[config.mk]
export PLATFORM = sky130hd
export DESIGN_NAME = tlpt_ctrl
export DESIGN_NICKNAME = d
export VERILOG_FILES = /design/src/hw/rtl/tlpt_pkg.sv /design/src/hw/rtl/tlpt_ctrl.sv
export SDC_FILE = /design/constraint.sdc
export NUM_CORES = 1
export LEC_CHECK = 0
export ABC_AREA = 1
export ABC_CLOCK_PERIOD_IN_PS = 2650
export BUFFER_PORTS_ARGS = -buffer_cell sky130_fd_sc_hd__clkbuf_2
export CAP_MARGIN = 20
export CORE_AREA = 10 10 47 49
export DETAILED_ROUTE_END_ITERATION = 10
export DIE_AREA = 0 0 57 59
export PLACE_DENSITY = 0.56
export SLEW_MARGIN = 20
export SYNTH_ARGS = -nofsm -noshare
export SYNTH_HDL_FRONTEND = slang
export SYNTH_SLANG_ARGS = --single-unit
[constraint.sdc]
create_clock -name clk -period 2.65 [get_ports clk]
set_clock_uncertainty 0.1 [all_clocks]
set_input_delay 0.1325 -clock clk [delete_from_list [all_inputs] [get_ports clk]]
set_output_delay 0.1325 -clock clk [all_outputs]
set_load 0.03 [all_outputs]
[src/hw/rtl/tlpt_pkg.sv]
// Shared constants, types and codes of the two-level page table engine.
package tlpt_pkg;

	// Number of page tables in the fixed pool.
	localparam int TABLE_POOL  = 32;

	localparam int SLOT_COUNT  = 1024;
	localparam int ENTRY_COUNT = 1024;
	localparam int OFFSET_W    = 12;
	localparam int SLOT_W      = $clog2(SLOT_COUNT);
	localparam int ENTRY_W     = $clog2(ENTRY_COUNT);
	localparam int SLOT_LSB    = OFFSET_W + ENTRY_W;

	localparam int TBL_W       = (TABLE_POOL > 1) ? $clog2(TABLE_POOL) : 1;
	localparam int CNT_W       = $clog2(TABLE_POOL + 1);
	localparam int DIR_W       = TBL_W + 1;
	localparam int PAGE_DEPTH  = TABLE_POOL * ENTRY_COUNT;
	localparam int PAGE_AW     = $clog2(PAGE_DEPTH);

	localparam logic [31:0] MISS_VALUE = 32'hFFFF_FFFF;

	typedef logic [TBL_W-1:0]   tbl_t;
	typedef logic [CNT_W-1:0]   cnt_t;
	typedef logic [SLOT_W-1:0]  slot_t;
	typedef logic [PAGE_AW-1:0] page_addr_t;

	typedef struct packed {
		logic valid;
		tbl_t tbl;
	} dir_entry_t;

	typedef enum logic [1:0] {
		CMD_MAP   = 2'd0,
		CMD_UNMAP = 2'd1,
		CMD_XLATE = 2'd2
	} cmd_t;

	typedef enum logic [1:0] {
		RES_OK,
		RES_FAIL,
		RES_MISS,
		RES_HIT
	} res_kind_t;

	typedef enum logic [1:0] {
		ST_CLEAR,
		ST_IDLE,
		ST_DIR,
		ST_PAGE
	} state_t;

	// Commands from the controller to the datapath.
	typedef struct packed {
		logic      clr_step;
		logic      cap;
		logic      alloc;
		logic      page_wr;
		logic      page_rd;
		logic      out_load;
		res_kind_t res;
	} ctl_t;

	// Status from the datapath to the controller.
	typedef struct packed {
		cmd_t cmd;
		logic slot_valid;
		logic pool_full;
		logic page_present;
		logic clr_last;
	} sts_t;

endpackage

[src/hw/rtl/tlpt_ctrl.sv]
// Controller: state machine sequencing the sweep, directory and page lookups.
module tlpt_ctrl (
	input  logic            clk,
	input  logic            arst_n,
	input  logic            req_valid,
	output logic            req_ready,
	output logic            rsp_valid,
	input  logic            rsp_ready,
	input  tlpt_pkg::sts_t  sts,
	output tlpt_pkg::ctl_t  ctl
);

	tlpt_pkg::state_t state_q;
	tlpt_pkg::state_t state_d;
	logic             out_valid_q;
	logic             out_free;

	assign out_free = !out_valid_q || rsp_ready;

	always_ff @(posedge clk or negedge arst_n) begin
		if (!arst_n) begin
			state_q     <= tlpt_pkg::ST_CLEAR;
			out_valid_q <= 1'b0;
		end else begin
			state_q <= state_d;
			if (ctl.out_load) begin
				out_valid_q <= 1'b1;
			end else if (rsp_ready) begin
				out_valid_q <= 1'b0;
			end
		end
	end

	always_comb begin
		state_d = state_q;
		unique case (state_q)
			tlpt_pkg::ST_CLEAR: begin
				if (sts.clr_last) begin
					state_d = tlpt_pkg::ST_IDLE;
				end
			end
			tlpt_pkg::ST_IDLE: begin
				if (req_valid) begin
					state_d = tlpt_pkg::ST_DIR;
				end
			end
			tlpt_pkg::ST_DIR: begin
				if (out_free) begin
					if (sts.cmd == tlpt_pkg::CMD_XLATE && sts.slot_valid) begin
						state_d = tlpt_pkg::ST_PAGE;
					end else begin
						state_d = tlpt_pkg::ST_IDLE;
					end
				end
			end
			tlpt_pkg::ST_PAGE: begin
				if (out_free) begin
					state_d = tlpt_pkg::ST_IDLE;
				end
			end
			default: state_d = tlpt_pkg::ST_CLEAR;
		endcase
	end

	always_comb begin
		ctl       = '0;
		ctl.res   = tlpt_pkg::RES_OK;
		req_ready = 1'b0;
		unique case (state_q)
			tlpt_pkg::ST_CLEAR: begin
				ctl.clr_step = 1'b1;
			end
			tlpt_pkg::ST_IDLE: begin
				req_ready = 1'b1;
				ctl.cap   = req_valid;
			end
			tlpt_pkg::ST_DIR: begin
				if (out_free) begin
					unique case (sts.cmd)
						tlpt_pkg::CMD_MAP: begin
							ctl.out_load = 1'b1;
							if (sts.slot_valid) begin
								ctl.page_wr = 1'b1;
							end else if (sts.pool_full) begin
								ctl.res = tlpt_pkg::RES_FAIL;
							end else begin
								ctl.alloc   = 1'b1;
								ctl.page_wr = 1'b1;
							end
						end
						tlpt_pkg::CMD_UNMAP: begin
							ctl.out_load = 1'b1;
							ctl.page_wr  = sts.slot_valid;
						end
						tlpt_pkg::CMD_XLATE: begin
							if (sts.slot_valid) begin
								ctl.page_rd = 1'b1;
							end else begin
								ctl.out_load = 1'b1;
								ctl.res      = tlpt_pkg::RES_MISS;
							end
						end
						default: begin
							ctl.out_load = 1'b1;
						end
					endcase
				end
			end
			tlpt_pkg::ST_PAGE: begin
				if (out_free) begin
					ctl.out_load = 1'b1;
					ctl.res      = sts.page_present ? tlpt_pkg::RES_HIT : tlpt_pkg::RES_MISS;
				end
			end
			default: begin
				ctl = '0;
			end
		endcase
	end

	assign rsp_valid = out_valid_q;

	// One command at a time: an accepted word is never followed at once by another.
	a_one_at_a_time: assert property (@(posedge clk) disable iff (!arst_n)
		(req_valid && req_ready) |=> !req_ready)
		else $error("second command accepted while one is in flight");

endmodule

==> results.md <==
* Status: finished clean
* XOR/XNOR Fraction of Synth Area at 0%
* Reg2Reg Setup Slack at 1.24 ns
* Fin util at a little over a third
* DIE HEIGHT at 59 um
* Starting Density at about a quarter
* CP Data Required Time at around 2.4 ns
* Vias at ~400
* Drt initial violations at 0
* Final hold vios at 0
* Layout Area Growth over Synthesis at 43.1%
* GR Layer Usage met2 at 9.46%
* Worst Setup SP: state_q[0]
* HP Class: in2async
* Leak at 0.303 nW
* DR vias/cell at about 4.3
* Register-to-Register Path Depth at 6
* IO buf count at 19
* Clock buffer depth at 2
* Simple-gate area share of the yosys netlist at about two fifths
* Core Area at 1400 um^2
* GP Congestion at 0.774
* Die width at 57 um
* Max-slew violation count at 0
* Num ports at 20
* Crit path max fanout at 4
* Worst Setup Start Kind: register
* Synthesized area per cell at 6.89 um^2
* Fillers at around 170
* Rel. slew slack at 88.2%
* Pwr Density at 955 nW/um^2
* Crit Reg-Reg Endpoint: state_q[1]
* Post-synthesis net count at 66
* Post-Route Setup TNS at 0 ns
* Multi-input logic area at approximately 240 um^2
* Layout net count at 91
* YS warnings at 0
* Post-Synth Adder-Cell Area at approximately 18%
* Peak supply drop at about 0.46 mV
* Final antenna-violating net count at 0
* First-pass GRT wire length at 1610 um
* Period utilization at around two thirds
* CTS tree: done
* Maximum clock rate at 570 MHz
* Mux share of post-synthesis cell area at 0%
* Number of global-route vias before repair at 385
* Dpl cells at 86
* Setup bufs post-CTS at 0
* WHS at 0.135 ns
* Seq/Total Area, Yosys at 21.4%
* Post-route cell area at between 500 and 600 um^2
* Unrepaired setup endpoints after global routing: no
* Slew @ Worst Pin at 0.178 ns
* Die area at 3360 um^2
* Total routed wirelength at 973 um
* Worst Setup End Kind: output port
* Worst Path Arrival at 1.52 ns
* Layout cells sized above 1 at 36.0%
* Clk sinks at 3
* Synth unique cells at 14
* Compound-Gate Fraction of Synth Area at under 10%
* Clk_lat worst skew at 0.23 ns
* Top Usage Layer GRT: met2
* Drt pass-1 iters at 1
* Max-cap violations at 0
* Post-Layout Cell Count at 91
* Detailed placer's ending HPWL at 840 um
* GRT overflow at 0
* GRT Total Usage at 5.98%
* Clock Root Buffer: clkbuf_4
* H-tree Lvls at 1
* R2r startpoint: state_q[0]
* Final Setup Violations at 0
* Largest net degree at the start of global routing at 7
* Post-cts hold buffer count at 1
* M3 GR Usage at 5.15%
* Sequential Area at 75.1 um^2
* Largest family of logic cells by synthesized area: simple AND/OR/NAND/NOR gates
* Post-route minimum period at 1.75 ns
* Post-Syn Area at 352 um^2
* Total CTS buffers at 3
* Placed instance area at between 400 and 500 um^2
* GR Util met1 at 6.00%
* N_diodes at 0
* Row count at 14
* Post-CTS Resized at 0
* Worst-path clk slew at 0.04 ns
* Synthesized instance count at 51
* Initial antenna violation count at 0
* DRC violations left at 0
* DR WL/cell at 10.7 um
* Crit Path Category: reg2out
* Seq cells post-synth at 3
state kept, by name, summed over array words and instances, names as in the netlist:
register   flops
state_q        2
rsp_valid      1
area by class of cell:
type                       count  area share [%]
multi-input combinational     38            47.5
timing repair buffer          20            20.9
sequential                     3            14.9
inverter                      10            7.46
clock buffer                   4            5.22
tap                           16            3.98
routing by layer:
metal  vias to the layer above  share of wire (%)
met4                         0                  0
met1                       160                 46
met2                        22                 41
met5                         -                  0
met3                         0                 12
li1                        209                  -
worst max-delay path by stage:
stage,endpoint,slack [ns],depth (start not counted)
floorplan,ctl[1],0.91,4
global placement,ctl[3],1.17,5
detailed placement,ctl[3],1.11,5
CTS,ctl[3],0.86,5
global route,ctl[1],0.75,5
finish,ctl[3],0.90,5
cell families after synthesis:
kind of cell             Yosys count
adder cells (fa/ha/maj)            5
flip-flops                         3
AO/OA/AOI/OAI                      6
buffers and inverters             10
AND/OR/NAND/NOR                   27
layout by cell type, fill, tap and decap left out:
cell type and count:
clkbuf_2 19, a21oi_1 1, nand2_4 1, inv_1 10, clkbuf_1 1, clkbuf_4 3, nand4_1 1, o21ai_1 2
ha_1 5, nand2_1 11, o21ai_0 3, nor3b_2 1, dlygate4sd3_1 1, dfrtp_1 3, nor2_4 2, nor2_2 1
nor2_1 3, nand3_1 7
cell usage after synthesis:
library cell | count | area, um^2
nand4_1 | 1 | 6.26
nor3b_2 | 1 | 12.5
inv_1 | 10 | 37.5
nor2_4 | 2 | 22.5
o21ai_1 | 2 | 10.0
o21ai_0 | 3 | 15.0
nand2_4 | 1 | 11.3
nor2_1 | 3 | 11.3
nand2_1 | 11 | 41.3
ha_1 | 5 | 62.6
dfrtp_1 | 3 | 75.1
nor2_2 | 1 | 6.26
a21oi_1 | 1 | 5.00
nand3_1 | 7 | 35.0
critical path, cell delays in order (launching register included):
cell and delay [ns]:
dfrtp_1 0.41, inv_1 0.12, ha_1 0.23, nand4_1 0.16, a21oi_1 0.15, clkbuf_2 0.22
report_power, final:
group          total (mW)  leakage [nW]  switching, mW  internal, mW
clock              0.0787        0.0150         0.0223        0.0563
combinational       0.313         0.250          0.214        0.0995
sequential         0.0881        0.0378         0.0220        0.0661
metrics by stage:
step,power [mW],setup slack (ns)
after floorplan,0.326,0.907
after global placement,0.404,1.17
after detailed placement,0.407,1.11
after CTS,0.495,0.860
after global routing,0.533,0.749
final,0.480,0.896
Note: power is estimated with default switching activity, not from simulation.
